<file path="config.mk">
export PLATFORM = sky130hd
export DESIGN_NAME = sql_word_token_classifier
export DESIGN_NICKNAME = d
export VERILOG_FILES = /design/src/hw/rtl/swtc_pkg.sv /design/src/hw/rtl/swtc_scan.sv /design/src/hw/rtl/sql_word_token_classifier.sv
export SDC_FILE = /design/constraint.sdc
export NUM_CORES = 1
export LEC_CHECK = 0
export ABC_AREA = 1
export BUFFER_PORTS_ARGS = -buffer_cell sky130_fd_sc_hd__buf_2
export CAP_MARGIN = 20
export CORE_AREA = 2 2 119 144
export CTS_BUF_LIST = sky130_fd_sc_hd__clkbuf_8
export DETAILED_ROUTE_END_ITERATION = 10
export DIE_AREA = 0 0 121 146
export GPL_TIMING_DRIVEN = 1
export SYNTH_ARGS = -nofsm -noshare
export SYNTH_HDL_FRONTEND = slang
export SYNTH_SLANG_ARGS = --single-unit
</file>
<file path="constraint.sdc">
create_clock -name clk -period 12.15 [get_ports clk]
set_input_delay 1.8225 -clock clk [delete_from_list [all_inputs] [get_ports clk]]
set_output_delay 1.8225 -clock clk [all_outputs]
set_load 0.01 [all_outputs]
</file>
<file path="src/hw/rtl/swtc_pkg.sv">
// ============================================================================
// swtc_pkg
// Shared types, fixed word table and character helpers for the SQL word
// token classifier.
// ============================================================================
package swtc_pkg;

    // Width of the offset and length counters (saturating)
    localparam int OFFSET_BITS = 16;
    // Width of the start and length fields on the result word
    localparam int FIELD_BITS  = 16;
    localparam int NUM_FIXED   = 12;
    localparam int FW_BYTES    = 8;
    localparam int FW_POS_BITS = $clog2(FW_BYTES);

    localparam logic [7:0] QUOTE_BYTE = 8'h27;
    localparam logic [7:0] USCORE_BYTE = 8'h5F;

    typedef enum logic [3:0] {
        KIND_SELECT  = 4'd0,
        KIND_FROM    = 4'd1,
        KIND_WHERE   = 4'd2,
        KIND_COLUMN  = 4'd3,
        KIND_LITERAL = 4'd4,
        KIND_OPER    = 4'd5,
        KIND_AND     = 4'd6,
        KIND_OR      = 4'd7,
        KIND_BETWEEN = 4'd8,
        KIND_UNKNOWN = 4'd9
    } token_kind_t;

    typedef logic [OFFSET_BITS-1:0] offset_t;
    typedef logic [FIELD_BITS-1:0]  field_t;

    // Fixed words, first character in the lowest byte
    localparam logic [8*FW_BYTES-1:0] FW_TEXT [NUM_FIXED] = '{
        64'h0000_5443_454C_4553,   // SELECT
        64'h0000_0000_4D4F_5246,   // FROM
        64'h0000_0045_5245_4857,   // WHERE
        64'h0000_0000_0044_4E41,   // AND
        64'h0000_0000_0000_524F,   // OR
        64'h004E_4545_5754_4542,   // BETWEEN
        64'h0000_0000_0000_003D,   // =
        64'h0000_0000_0000_003E,   // >
        64'h0000_0000_0000_3D3E,   // >=
        64'h0000_0000_0000_003C,   // <
        64'h0000_0000_0000_3D3C,   // <=
        64'h0000_0000_0000_3D21    // !=
    };

    localparam logic [FW_POS_BITS:0] FW_LEN [NUM_FIXED] = '{
        4'd6, 4'd4, 4'd5, 4'd3, 4'd2, 4'd7, 4'd1, 4'd1, 4'd2, 4'd1, 4'd2, 4'd2
    };

    localparam token_kind_t FW_KIND [NUM_FIXED] = '{
        KIND_SELECT, KIND_FROM, KIND_WHERE, KIND_AND, KIND_OR, KIND_BETWEEN,
        KIND_OPER, KIND_OPER, KIND_OPER, KIND_OPER, KIND_OPER, KIND_OPER
    };

    // Result of one byte step
    typedef struct packed {
        logic        emit;
        token_kind_t kind;
        logic        present;
        field_t      start;
        field_t      length;
        logic        done;
    } swtc_result_t;

    function automatic logic is_space(input logic [7:0] c);
        return (c == 8'h20) || ((c >= 8'h09) && (c <= 8'h0D));
    endfunction

    function automatic logic is_word_char(input logic [7:0] c);
        return ((c >= 8'h30) && (c <= 8'h39)) || ((c >= 8'h41) && (c <= 8'h5A)) ||
               ((c >= 8'h61) && (c <= 8'h7A)) || (c == USCORE_BYTE);
    endfunction

    function automatic offset_t sat_inc(input offset_t v);
        return (v == {OFFSET_BITS{1'b1}}) ? v : v + offset_t'(1);
    endfunction

    // Clip a counter value to the result field width
    function automatic field_t clip_field(input offset_t v);
        logic [OFFSET_BITS+FIELD_BITS-1:0] w;
        w = {{FIELD_BITS{1'b0}}, v};
        if (w > (OFFSET_BITS+FIELD_BITS)'({FIELD_BITS{1'b1}}))
            return {FIELD_BITS{1'b1}};
        return w[FIELD_BITS-1:0];
    endfunction

endpackage

</file>
<file path="src/hw/rtl/swtc_scan.sv">
// ============================================================================
// swtc_scan
// Per-byte word state, keyword candidate tracking and word classification.
// ============================================================================
module swtc_scan
    import swtc_pkg::*;
(
    input  logic         clk,
    input  logic         rst_n,
    input  logic         step,
    input  logic [7:0]   char_byte,
    input  logic         end_of_text,
    output swtc_result_t result
);

    offset_t                byte_offset_reg, byte_offset_next;
    logic                   in_word_reg, in_word_next;
    offset_t                word_begin_reg, word_begin_next;
    offset_t                word_len_reg, word_len_next;
    logic [NUM_FIXED-1:0]   cand_reg, cand_next;
    logic                   all_word_reg, all_word_next;
    logic                   first_quote_reg, first_quote_next;
    logic                   latest_quote_reg, latest_quote_next;

    // State after the byte joins the word
    logic                   sp;
    logic                   in_word_a;
    offset_t                begin_a;
    offset_t                len_a;
    logic [NUM_FIXED-1:0]   cand_a;
    logic                   all_word_a;
    logic                   first_quote_a;
    logic                   latest_quote_a;
    logic                   emit_word;
    logic                   found;
    token_kind_t            kind;
    logic [FW_POS_BITS-1:0] pos;

    always_comb
    begin
        sp             = is_space(char_byte);
        pos            = word_len_reg[FW_POS_BITS-1:0];
        in_word_a      = in_word_reg;
        begin_a        = word_begin_reg;
        len_a          = word_len_reg;
        cand_a         = cand_reg;
        all_word_a     = all_word_reg;
        first_quote_a  = first_quote_reg;
        latest_quote_a = latest_quote_reg;
        if (!sp)
        begin
            if (!in_word_reg)
            begin
                in_word_a     = 1'b1;
                begin_a       = byte_offset_reg;
                first_quote_a = (char_byte == QUOTE_BYTE);
            end
            for (int i = 0; i < NUM_FIXED; i++)
            begin
                if ((word_len_reg >= offset_t'(FW_LEN[i])) ||
                    (FW_TEXT[i][{pos, 3'b000} +: 8] != char_byte))
                    cand_a[i] = 1'b0;
            end
            if (!is_word_char(char_byte))
                all_word_a = 1'b0;
            latest_quote_a = (char_byte == QUOTE_BYTE);
            len_a          = sat_inc(word_len_reg);
        end
    end

    // Classify: fixed words first, in table order
    always_comb
    begin
        found = 1'b0;
        kind  = KIND_UNKNOWN;
        for (int i = 0; i < NUM_FIXED; i++)
        begin
            if (!found && cand_a[i] && (len_a == offset_t'(FW_LEN[i])))
            begin
                found = 1'b1;
                kind  = FW_KIND[i];
            end
        end
        if (!found)
        begin
            if (all_word_a)
                kind = KIND_COLUMN;
            else if (first_quote_a && latest_quote_a)
                kind = KIND_LITERAL;
            else
                kind = KIND_UNKNOWN;
        end
    end

    always_comb
    begin
        emit_word = in_word_a && (sp || end_of_text);
        result.emit = emit_word || end_of_text;
        result.done = end_of_text;
        if (emit_word)
        begin
            result.kind    = kind;
            result.present = 1'b1;
            result.start   = clip_field(begin_a);
            result.length  = clip_field(len_a);
        end
        else
        begin
            result.kind    = KIND_SELECT;
            result.present = 1'b0;
            result.start   = '0;
            result.length  = '0;
        end
    end

    always_comb
    begin
        byte_offset_next  = sat_inc(byte_offset_reg);
        in_word_next      = in_word_a;
        word_begin_next   = begin_a;
        word_len_next     = len_a;
        cand_next         = cand_a;
        all_word_next     = all_word_a;
        first_quote_next  = first_quote_a;
        latest_quote_next = latest_quote_a;
        if (emit_word || end_of_text)
        begin
            in_word_next      = 1'b0;
            word_begin_next   = '0;
            word_len_next     = '0;
            cand_next         = '1;
            all_word_next     = 1'b1;
            first_quote_next  = 1'b0;
            latest_quote_next = 1'b0;
        end
        if (end_of_text)
            byte_offset_next = '0;
    end

    always_ff @(posedge clk or negedge rst_n)
    begin
        if (!rst_n)
        begin
            byte_offset_reg  <= '0;
            in_word_reg      <= 1'b0;
            word_begin_reg   <= '0;
            word_len_reg     <= '0;
            cand_reg         <= '1;
            all_word_reg     <= 1'b1;
            first_quote_reg  <= 1'b0;
            latest_quote_reg <= 1'b0;
        end
        else if (step)
        begin
            byte_offset_reg  <= byte_offset_next;
            in_word_reg      <= in_word_next;
            word_begin_reg   <= word_begin_next;
            word_len_reg     <= word_len_next;
            cand_reg         <= cand_next;
            all_word_reg     <= all_word_next;
            first_quote_reg  <= first_quote_next;
            latest_quote_reg <= latest_quote_next;
        end
    end

    // A processed final byte restarts the query at offset zero
    assert property (@(posedge clk) disable iff (!rst_n)
        step && end_of_text |=> (byte_offset_reg == '0) && !in_word_reg)
        else $error("offset not cleared after final byte");

    // An open word always has a nonzero length
    assert property (@(posedge clk) disable iff (!rst_n)
        in_word_reg |-> (word_len_reg != '0))
        else $error("open word with zero length");

    // No open word means the word state is at rest
    assert property (@(posedge clk) disable iff (!rst_n)
        !in_word_reg |-> (word_len_reg == '0) && (cand_reg == '1) && all_word_reg)
        else $error("word state not at rest between words");

endmodule

</file>
<file path="src/hw/rtl/sql_word_token_classifier.sv">
// ============================================================================
// sql_word_token_classifier
// Splits a byte stream of query text into words and classifies each word.
// ============================================================================
// Query text enters one byte per word on the slave stream, with tlast on the
// final byte of the query. The block takes a new byte every cycle: a byte
// sits in the input register while the word state is updated and, if it
// ends a word or the query, the result is loaded into the output register,
// which presents it on the master stream. Only a full output register with
// the master side stalled holds a byte back, and a byte that causes no
// result moves on even then. Whitespace (space, tab, LF, VT, FF, CR) closes
// the open word; the final byte closes the query and always yields one
// result with tlast set, with tuser low when no word was open. Keywords
// (SELECT FROM WHERE AND OR BETWEEN) and the operators = > >= < <= != match
// case-sensitively; other words of letters, digits and underscores are
// columns, quoted words are literals, the rest unknown. Start offset and
// length saturate at 65535. Offsets restart at zero after each final
// byte.
// ============================================================================
module sql_word_token_classifier
    import swtc_pkg::*;
(
    input  logic        clk,
    input  logic        rst_n,
    input  logic        s_axis_tvalid,
    output logic        s_axis_tready,
    input  logic [7:0]  s_axis_tdata,   // [7:0] char_byte
    input  logic        s_axis_tlast,   // end_of_text
    output logic        m_axis_tvalid,
    input  logic        m_axis_tready,
    output logic [39:0] m_axis_tdata,   // [3:0] token_kind, [19:4] token_start,
                                        // [35:20] token_length, [39:36] zero
    output logic        m_axis_tuser,   // [0] token_present
    output logic        m_axis_tlast    // query_done
);

    // Input register
    logic         in_valid_reg;
    logic [7:0]   in_char_reg;
    logic         in_last_reg;

    // Output register
    logic         out_valid_reg;
    swtc_result_t out_reg;

    swtc_result_t result;
    logic         out_free;
    logic         process;

    swtc_scan u_scan
    (
        .clk         (clk),
        .rst_n       (rst_n),
        .step        (process),
        .char_byte   (in_char_reg),
        .end_of_text (in_last_reg),
        .result      (result)
    );

    // Advance the held byte when its result, if any, has a place to go
    assign out_free      = !out_valid_reg || m_axis_tready;
    assign process       = in_valid_reg && (!result.emit || out_free);
    assign s_axis_tready = !in_valid_reg || process;

    always_ff @(posedge clk or negedge rst_n)
    begin
        if (!rst_n)
            in_valid_reg <= 1'b0;
        else if (s_axis_tready)
            in_valid_reg <= s_axis_tvalid;
    end

    always_ff @(posedge clk)
    begin
        if (s_axis_tready && s_axis_tvalid)
        begin
            in_char_reg <= s_axis_tdata;
            in_last_reg <= s_axis_tlast;
        end
    end

    always_ff @(posedge clk or negedge rst_n)
    begin
        if (!rst_n)
            out_valid_reg <= 1'b0;
        else if (out_free)
            out_valid_reg <= process && result.emit;
    end

    // Load the result register when it is free
    always_ff @(posedge clk)
    begin
        if (out_free && process && result.emit)
            out_reg <= result;
    end

    assign m_axis_tvalid = out_valid_reg;
    assign m_axis_tdata  = {4'b0000, out_reg.length, out_reg.start, out_reg.kind};
    assign m_axis_tuser  = out_reg.present;
    assign m_axis_tlast  = out_reg.done;

    // A result without a word only comes from the final byte
    assert property (@(posedge clk) disable iff (!rst_n)
        m_axis_tvalid && !m_axis_tuser |-> m_axis_tlast)
        else $error("empty result without query end");

    // A result without a word carries zero fields
    assert property (@(posedge clk) disable iff (!rst_n)
        m_axis_tvalid && !m_axis_tuser |-> (m_axis_tdata == '0))
        else $error("empty result with nonzero fields");

    // A word result always has a nonzero length
    assert property (@(posedge clk) disable iff (!rst_n)
        m_axis_tvalid && m_axis_tuser |-> (m_axis_tdata[35:20] != '0))
        else $error("word result with zero length");

    // A held byte that cannot advance stays in the input register
    assert property (@(posedge clk) disable iff (!rst_n)
        in_valid_reg && !process |=> in_valid_reg && $stable(in_char_reg)
                                     && $stable(in_last_reg))
        else $error("stalled input byte lost");

endmodule
</file>
# After elaboration in Yosys (flattened, before gate mapping)
# Cells that the tools add are included.
[classes]
n_shift = 12
mux = 60
n_eq_ne = 25
n_reduce_logical = 70
add_sub_neg = 2
magnitude_cmp = 15
[op_table]
columns = ["op", "n"]
rows = [
  ["64-bit by 7-bit indexed part select with 8-bit output (first input constant)", 12],
  ["16-bit 2-to-1 mux", 8],
  ["8-bit inequality test", 12],
  ["16-bit by 3-bit == test with 1-bit output (second input constant)", 4],
  ["16-bit by 3-bit greater-or-equal comparator with 1-bit output (second input constant)", 4],
  ["4-bit 2-to-1 mux", 15],
  ["1-bit logical AND", 34],
  ["1-bit 2-to-1 mux", 34],
  ["33-bit 2-to-1 mux", 1],
  ["16-bit by 1-bit adder with 16-bit output (second input constant)", 2],
  ["16-bit == test (second input constant)", 2],
  ["16-bit by 2-bit == test with 1-bit output (second input constant)", 2],
  ["16-bit by 2-bit greater-or-equal comparator with 1-bit output (second input constant)", 2],
  ["12-bit 2-to-1 mux", 2],
  ["1-bit logical OR", 21],
  ["16-bit by 1-bit == test with 1-bit output (second input constant)", 1],
  ["8-bit by 6-bit == test with 1-bit output (second input constant)", 2],
  ["16-bit by 1-bit greater-or-equal comparator with 1-bit output (second input constant)", 1],
  ["8-bit by 7-bit greater-or-equal comparator with 1-bit output (second input constant)", 2],
  ["8-bit by 7-bit <= comparator with 1-bit output (second input constant)", 2],
  ["1-bit logical NOT", 14],
  ["8-bit by 7-bit == test with 1-bit output (second input constant)", 1],
  ["8-bit by 4-bit greater-or-equal comparator with 1-bit output (second input constant)", 1],
  ["8-bit by 6-bit greater-or-equal comparator with 1-bit output (second input constant)", 1],
  ["4 further kinds", 4],
]
[word_totals]
wordCells = 201
input_bits = 13
register_bits = 113
output_inout_bits = 44

# Logic depth before layout (Yosys ltp)
[logic_depth]
depth_word = 52
ltp_mapped = 25
depth_no_buf = 24

# Hierarchy
# A second synthesis with hierarchy kept.
[unflattened]
hier_cells = 924
hier_area_um2 = 7039.3
[modules_own_cells]
columns = ["module", "seq_area_each_um2", "n_inst", "cells_each", "area_per_inst_um2"]
rows = [
  ["swtc_scan", 1617.8, 1, 857, 5484.0],
  ["sql_word_token_classifier", 1461.4, 1, 67, 1555.2],
]

# Least setup slack after synthesis
# Ideal clock, no wire load.
[synth_timing]
path_type = "input port to flip-flop"
start = "input port m_axis_tready"
end = "register out_valid_reg, in the netlist m_axis_tvalid"
path_buffers = 0
setup_ns = 0.087
required_time_ns = 12.063
stages = 6
path_slack_ns = 7.721
arrival_ns = 4.342
cell_sequence = "nor3_2 nor2_4 inv_1 nor2_1 inv_1 o21ai_0"
[synth_between]
elab_chain_cells = 4
[synth_rtl]
columns = ["element", "line", "rtl"]
rows = [
  ["start, declared", "sql_word_token_classifier.sv:30", "input logic m_axis_tready,"],
  ["1-bit logical OR *", "sql_word_token_classifier.sv:61", "assign out_free = !out_valid_reg || m_axis_tready;"],
  ["1-bit logical OR", "sql_word_token_classifier.sv:62", "assign process = in_valid_reg && (!result.emit || out_free);"],
  ["1-bit logical AND", "sql_word_token_classifier.sv:62", ""],
  ["1-bit logical AND", "sql_word_token_classifier.sv:87", "out_valid_reg <= process && result.emit;"],
  ["end signal, assigned", "sql_word_token_classifier.sv:87", ""],
  ["end, declared", "sql_word_token_classifier.sv:43", "logic out_valid_reg;"],
]
# Every way passes the cells marked *; elsewhere a longest branch is shown, timed or not.
# A chain may end at the register's enable or synchronous reset.

# Worst setup path after layout
[layout_timing]
start = "register in_char_reg[3]"
end = "output port s_axis_tready"
[layout_between]
elab_chain_cells = 10
elab_cells_between_ends = 13
cone_classes = "order compare (2); eq/ne (1); mux (1); reduce/logical (9)"
[layout_rtl]
columns = ["element", "line", "rtl"]
rows = [
  ["start, declared", "sql_word_token_classifier.sv:39", "logic [7:0] in_char_reg;"],
  ["start signal, assigned", "sql_word_token_classifier.sv:77", "in_char_reg <= s_axis_tdata;"],
  ["8-bit by 4-bit greater-or-equal comparator with 1-bit output or 8-bit by 4-bit <= comparator with 1-bit output (tied branches)", "swtc_pkg.sv:71", "return (c == 8'h20) || ((c >= 8'h09) && (c <= 8'h0D));"],
  ["1-bit logical AND", "swtc_pkg.sv:71", ""],
  ["1-bit logical OR *", "swtc_pkg.sv:71", ""],
  ["1-bit 2-to-1 mux or 1-bit logical OR (tied branches)", "swtc_scan.sv:50, swtc_scan.sv:97", ""],
  ["1-bit logical AND *", "swtc_scan.sv:97", "emit_word = in_word_a && (sp || end_of_text);"],
  ["1-bit logical OR *", "swtc_scan.sv:98", "result.emit = emit_word || end_of_text;"],
  ["1-bit logical NOT *", "sql_word_token_classifier.sv:62", ""],
  ["1-bit logical OR *", "sql_word_token_classifier.sv:62", ""],
  ["1-bit logical AND *", "sql_word_token_classifier.sv:62", ""],
  ["1-bit logical OR *", "sql_word_token_classifier.sv:63", "assign s_axis_tready = !in_valid_reg || process;"],
  ["end, declared", "sql_word_token_classifier.sv:26", "output logic s_axis_tready,"],
]
# Marks and branches as above.

==> report_table.html <==
<table>
<tr><th>Metric</th><th>Value</th></tr>
<tr><th colspan="2">STA</th></tr>
<tr><td>Final Max Tran Viols</td><td>0</td></tr>
<tr><td>Setup TNS</td><td>0 ns</td></tr>
<tr><td>Relative max-transition margin</td><td>roughly two fifths</td></tr>
<tr><td>Setup-failing EPs final</td><td>0</td></tr>
<tr><td>Final Hold Viols</td><td>0</td></tr>
<tr><td>Final worst-path cycle share</td><td>42.8%</td></tr>
<tr><td>Timing-limited maximum frequency</td><td>between 150 and 200 MHz</td></tr>
<tr><td>Worst hold margin</td><td>between 0.4 and 0.5 ns</td></tr>
<tr><td>Transition time of the tightest slew-check pin</td><td>about 0.90 ns</td></tr>
<tr><td>Crit path time final</td><td>approximately 5.2 ns</td></tr>
<tr><td>RSZ-0062 raised after global routing</td><td>no</td></tr>
<tr><td>Setup Skew</td><td>0.0131 ns</td></tr>
<tr><th colspan="2">Floorplan</th></tr>
<tr><td>Core box area</td><td>0.0161 sq mm</td></tr>
<tr><td>Initial cell density of the core</td><td>44.4%</td></tr>
<tr><td>Number of rows in the core area</td><td>51</td></tr>
<tr><td>Height of the chip</td><td>roughly 150 um</td></tr>
<tr><td>Die outline area</td><td>0.0177 sq mm</td></tr>
<tr><td>Top-level I/O count</td><td>57</td></tr>
<tr><td>DIE WIDTH</td><td>121 um</td></tr>
<tr><th colspan="2">Placed design</th></tr>
<tr><td>Count of buffers inserted at the top-level ports</td><td>between 50 and 60</td></tr>
<tr><td>Last weighted congestion value of the routability-driven placer</td><td>about 0.9</td></tr>
<tr><td>Placed Cells incl. Taps</td><td>1197</td></tr>
<tr><td>Half-perimeter wire length of the detailed placement result</td><td>about 14 mm</td></tr>
<tr><th colspan="2">Clock network</th></tr>
<tr><td>Clock-pin slew of the registers on the worst-case setup and hold paths</td><td>0.07 ns</td></tr>
<tr><td>CTS max path bufs</td><td>2</td></tr>
<tr><td>Quantity of hold-fixing buffers added after cts</td><td>0</td></tr>
<tr><td>Number of clock sinks seen by CTS</td><td>around 110</td></tr>
<tr><td>Number of setup buffers added after CTS</td><td>0</td></tr>
<tr><td>Depth of the CTS H-tree</td><td>4</td></tr>
<tr><td>Cts bufs inserted</td><td>17</td></tr>
<tr><td>Insertion delay to the later sink of the worst-skew pair</td><td>0.44 ns</td></tr>
<tr><td>Resize count post-CTS</td><td>0</td></tr>
<tr><td>Clock tree from TritonCTS</td><td>done</td></tr>
<tr><td>Cell chosen for the clock root</td><td>sky130_fd_sc_hd__clkbuf_8</td></tr>
<tr><th colspan="2">Synthesis</th></tr>
<tr><td>Async S/R FF share, synth</td><td>around three fifths</td></tr>
<tr><td>Top-count cell post-synth</td><td>sky130_fd_sc_hd__nand2_1</td></tr>
<tr><td>Area share of the largest cell type after synthesis</td><td>around 20%</td></tr>
<tr><td>Synthesized instance count</td><td>964</td></tr>
<tr><td>Post-synth top flop</td><td>sky130_fd_sc_hd__dfrtp_1</td></tr>
<tr><td>Count of yosys warnings during synthesis</td><td>0</td></tr>
<tr><td>Most frequent cells after synthesis</td><td>237 x sky130_fd_sc_hd__nand2_1, 128 x sky130_fd_sc_hd__inv_1, 110 x sky130_fd_sc_hd__nor2_1, 84 x sky130_fd_sc_hd__nand3_1, 75 x sky130_fd_sc_hd__o21ai_0</td></tr>
<tr><td>Post-synth top area cell</td><td>sky130_fd_sc_hd__edfxtp_1</td></tr>
<tr><td>Main area contributors after synthesis</td><td>sky130_fd_sc_hd__edfxtp_1 20%, sky130_fd_sc_hd__dfrtp_1 19%, sky130_fd_sc_hd__nand2_1 12%</td></tr>
<tr><td>Post-synthesis cell type count</td><td>42</td></tr>
<tr><td>Number of register bits inferred by synthesis</td><td>113</td></tr>
<tr><td>Sequential area share after synthesis</td><td>43.0%</td></tr>
<tr><td>Netlist area before placement</td><td>slightly above 0.007 sq mm</td></tr>
<tr><td>Count of flip-flops with a built-in enable after synthesis</td><td>47</td></tr>
<tr><td>Avg Cell Area, Syn</td><td>7.43 sq um</td></tr>
<tr><th colspan="2">Setup path</th></tr>
<tr><td>Launch point of the worst reg-to-reg path</td><td>in_char_reg[3]</td></tr>
<tr><td>Library cell appearing most often on the critical path</td><td>sky130_fd_sc_hd__nand2_1</td></tr>
<tr><td>Critical path arrival</td><td>between 3 and 4 ns</td></tr>
<tr><td>FF-to-FF path depth</td><td>14</td></tr>
<tr><td>Internal reg-to-reg setup slack</td><td>between 7 and 8 ns</td></tr>
<tr><td>End of the worst register-to-register path</td><td>m_axis_tdata[21]</td></tr>
<tr><td>Endpoint class of the critical path</td><td>primary output</td></tr>
<tr><td>CP delay by family, top</td><td>simple AND/OR/NAND/NOR gates</td></tr>
<tr><td>Worst-path maximum fanout</td><td>21</td></tr>
<tr><td>Cell with the largest stage delay on the worst path</td><td>sky130_fd_sc_hd__edfxtp_1</td></tr>
<tr><td>Cell chain of the critical path</td><td>nand2_2 -&gt; o21ai_0 -&gt; nand2_1 -&gt; nand2_1 -&gt; nand2_2 -&gt; nor2_1 -&gt; a21oi_2 -&gt; nor2_2 -&gt; nor3_2 -&gt; nand2_1 -&gt; buf_2</td></tr>
<tr><td>CP bufs+invs</td><td>1</td></tr>
<tr><td>Maximum cell stage delay along the critical path</td><td>0.73 ns</td></tr>
<tr><td>Required time at the worst-slack endpoint</td><td>between 10 and 15 ns</td></tr>
<tr><td>Category of the most critical setup path</td><td>reg2out</td></tr>
<tr><td>Startpoint types</td><td>flip-flop</td></tr>
<tr><th colspan="2">Drt</th></tr>
<tr><td>Iteration count of the initial detailed-routing pass</td><td>5</td></tr>
<tr><td>Count of unresolved DRC violations after routing</td><td>0</td></tr>
<tr><td>Routed WL</td><td>around 19 mm</td></tr>
<tr><td>Post-DRT Antenna Nets</td><td>0</td></tr>
<tr><td>Number of vias in the routed layout</td><td>roughly 6400</td></tr>
<tr><td>Starting DRC count in detailed routing</td><td>~460</td></tr>
<tr><td>Via-per-instance ratio</td><td>5.22</td></tr>
<tr><td>Routed length per placed instance</td><td>roughly 16 um</td></tr>
<tr><th colspan="2">Global routing</th></tr>
<tr><td>GR Overflow Total</td><td>0</td></tr>
<tr><td>Largest net degree at the start of global routing</td><td>67</td></tr>
<tr><td>First-pass GRT wire length</td><td>31.5 mm</td></tr>
<tr><td>GRT Util Overall</td><td>22.9%</td></tr>
<tr><td>Vias in the first global route</td><td>between 6000 and 7000</td></tr>
<tr><td>Initial antenna violation count</td><td>0</td></tr>
<tr><th colspan="2">Finish</th></tr>
<tr><td>Flip-flop count of the largest register after layout</td><td>36</td></tr>
<tr><td>Fraction of final layout cells sized beyond drive strength 1</td><td>15.1%</td></tr>
<tr><td>Filler cell count in the final layout</td><td>1625</td></tr>
<tr><td>Combined flip-flop and latch cell area</td><td>roughly 0.0031 sq mm</td></tr>
<tr><td>Area added between synthesis and finish</td><td>10.7%</td></tr>
<tr><td>Area used by multi-input combinational logic</td><td>~0.0033 sq mm</td></tr>
<tr><td>Number of nets in the layout</td><td>approximately 1000</td></tr>
<tr><td>Final cell utilization of the core</td><td>slightly below 50%</td></tr>
<tr><td>Count of placed standard cells in the final layout, fillers left out</td><td>roughly 1200</td></tr>
<tr><td>Antenna cell count</td><td>0</td></tr>
<tr><th colspan="2">Power and ir drop</th></tr>
<tr><td>Pwr Total</td><td>1040 uW</td></tr>
<tr><td>Power density normalized to cell area</td><td>132 mW/mm^2</td></tr>
<tr><td>Worst supply voltage drop on vdd</td><td>82.9 uV</td></tr>
<tr><td>Pleak</td><td>around 0.0036 uW</td></tr>
<tr><th colspan="2">Status</th></tr>
<tr><td>Outcome</td><td>completed</td></tr>
<tr><th colspan="2">Flow run</th></tr>
<tr><td>Number of max-cap violations</td><td>0</td></tr>
<tr><th colspan="2">Min path</th></tr>
<tr><td>Worst min-delay path endpoint</td><td>u_scan.cand_reg[11]</td></tr>
<tr><td>Number of cells traversed by the worst hold path</td><td>2</td></tr>
<tr><td>Min-Delay Path Class</td><td>reg2reg</td></tr>
<tr><td>Startpoint of the tightest hold check path</td><td>u_scan.cand_reg[11]</td></tr>
</table>
## metrics by stage
stage          setup WS [ns]  instance area, sq um
3_3_place_gp            7.29                  7500
4_1_cts                 6.88                  7910
2_1_floorplan           7.72                  7170
5_1_grt                 6.60                  7930
6_report                6.94                  7930
3_5_place_dp            7.12                  7500
## kinds of logic (layout without fill, tap and decap cells)
family	after synthesis	in the layout	share of synthesized area [%]
compound gates	133	133	10.1
other cells	1	4	0.0524
simple gates	513	513	32.5
buf+inv	177	228	10.6
xor+xnor	18	18	2.20
fa+ha+maj	9	9	1.57
flops	113	113	43.0
## how the worst max path moves through the flow
stage	start	cells after the start	end
5_1_grt	in_char_reg[3]	11	s_axis_tready
4_1_cts	in_char_reg[3]	11	s_axis_tready
2_1_floorplan	m_axis_tready	6	m_axis_tvalid
6_report	in_char_reg[3]	11	s_axis_tready
3_3_place_gp	in_char_reg[3]	15	m_axis_tvalid
3_5_place_dp	in_char_reg[3]	15	u_scan.cand_reg[0]
## cell type report
cell class / count / share of cell area, %
well taps: 212 / 3.35
repair buffers: 57 / 3.92
clock inverters: 14 / 1.94
multi-input cells: 677 / 42.2
clock buffers: 18 / 3.13
flip-flops and latches: 113 / 38.9
inverters: 139 / 6.58
## placed cells by master (no fill, tap or decap), types with 2 or more instances in the layout
master	count
sky130_fd_sc_hd__nand2_1	237
sky130_fd_sc_hd__inv_1	129
sky130_fd_sc_hd__nor2_1	109
sky130_fd_sc_hd__nand3_1	84
sky130_fd_sc_hd__o21ai_0	75
sky130_fd_sc_hd__dfrtp_1	53
sky130_fd_sc_hd__buf_2	52
sky130_fd_sc_hd__edfxtp_1	47
sky130_fd_sc_hd__o22ai_1	20
sky130_fd_sc_hd__nor3_1	19
sky130_fd_sc_hd__clkbuf_8	18
sky130_fd_sc_hd__nand4_1	16
sky130_fd_sc_hd__xor2_1	15
sky130_fd_sc_hd__a21oi_1	15
sky130_fd_sc_hd__dfstp_2	13
sky130_fd_sc_hd__nor2_4	11
sky130_fd_sc_hd__inv_2	10
sky130_fd_sc_hd__o21ai_1	10
sky130_fd_sc_hd__ha_1	9
sky130_fd_sc_hd__nand2_2	8
sky130_fd_sc_hd__nor2_2	8
sky130_fd_sc_hd__o31ai_1	7
sky130_fd_sc_hd__nand3_2	4
sky130_fd_sc_hd__nor3_2	4
sky130_fd_sc_hd__nor4_1	4
sky130_fd_sc_hd__conb_1	4
sky130_fd_sc_hd__clkinv_4	4
sky130_fd_sc_hd__inv_6	4
sky130_fd_sc_hd__buf_4	4
sky130_fd_sc_hd__nand2_4	3
sky130_fd_sc_hd__xnor2_1	3
sky130_fd_sc_hd__and2_1	2
sky130_fd_sc_hd__o211ai_1	2
sky130_fd_sc_hd__clkinvlp_4	2
sky130_fd_sc_hd__bufinv_16	2
## worst register-to-register path, cell delays in order, from the launching register on
cell	delay, ns
sky130_fd_sc_hd__edfxtp_1	0.73
sky130_fd_sc_hd__nand2_2	0.16
sky130_fd_sc_hd__o21ai_0	0.11
sky130_fd_sc_hd__nand2_1	0.07
sky130_fd_sc_hd__nand2_1	0.11
sky130_fd_sc_hd__nand2_2	0.30
sky130_fd_sc_hd__nor2_1	0.27
sky130_fd_sc_hd__a21oi_2	0.06
sky130_fd_sc_hd__nor2_2	0.66
sky130_fd_sc_hd__nor3_2	0.14
sky130_fd_sc_hd__nor2_4	0.11
sky130_fd_sc_hd__buf_4	0.45
sky130_fd_sc_hd__inv_1	0.27
sky130_fd_sc_hd__nor2_4	0.41
sky130_fd_sc_hd__buf_12	0.25
## report_power, final
| group | switching (uW) | leakage [uW] | internal, uW |
|---|---|---|---|
| sequential | 27.7 | 0.00133 | 443 |
| clock | 172 | 0.000202 | 190 |
| combinational | 149 | 0.00204 | 63.5 |
## per-layer routing
layer,global-route usage (%),routed length (um),vias up
li1,-,-,3214
met1,26.8,7860,3001
met2,40.8,10300,151
met3,3.45,634,49
met4,10.2,695,0
met5,0,0,-
(Power assumes the default switching activity.)
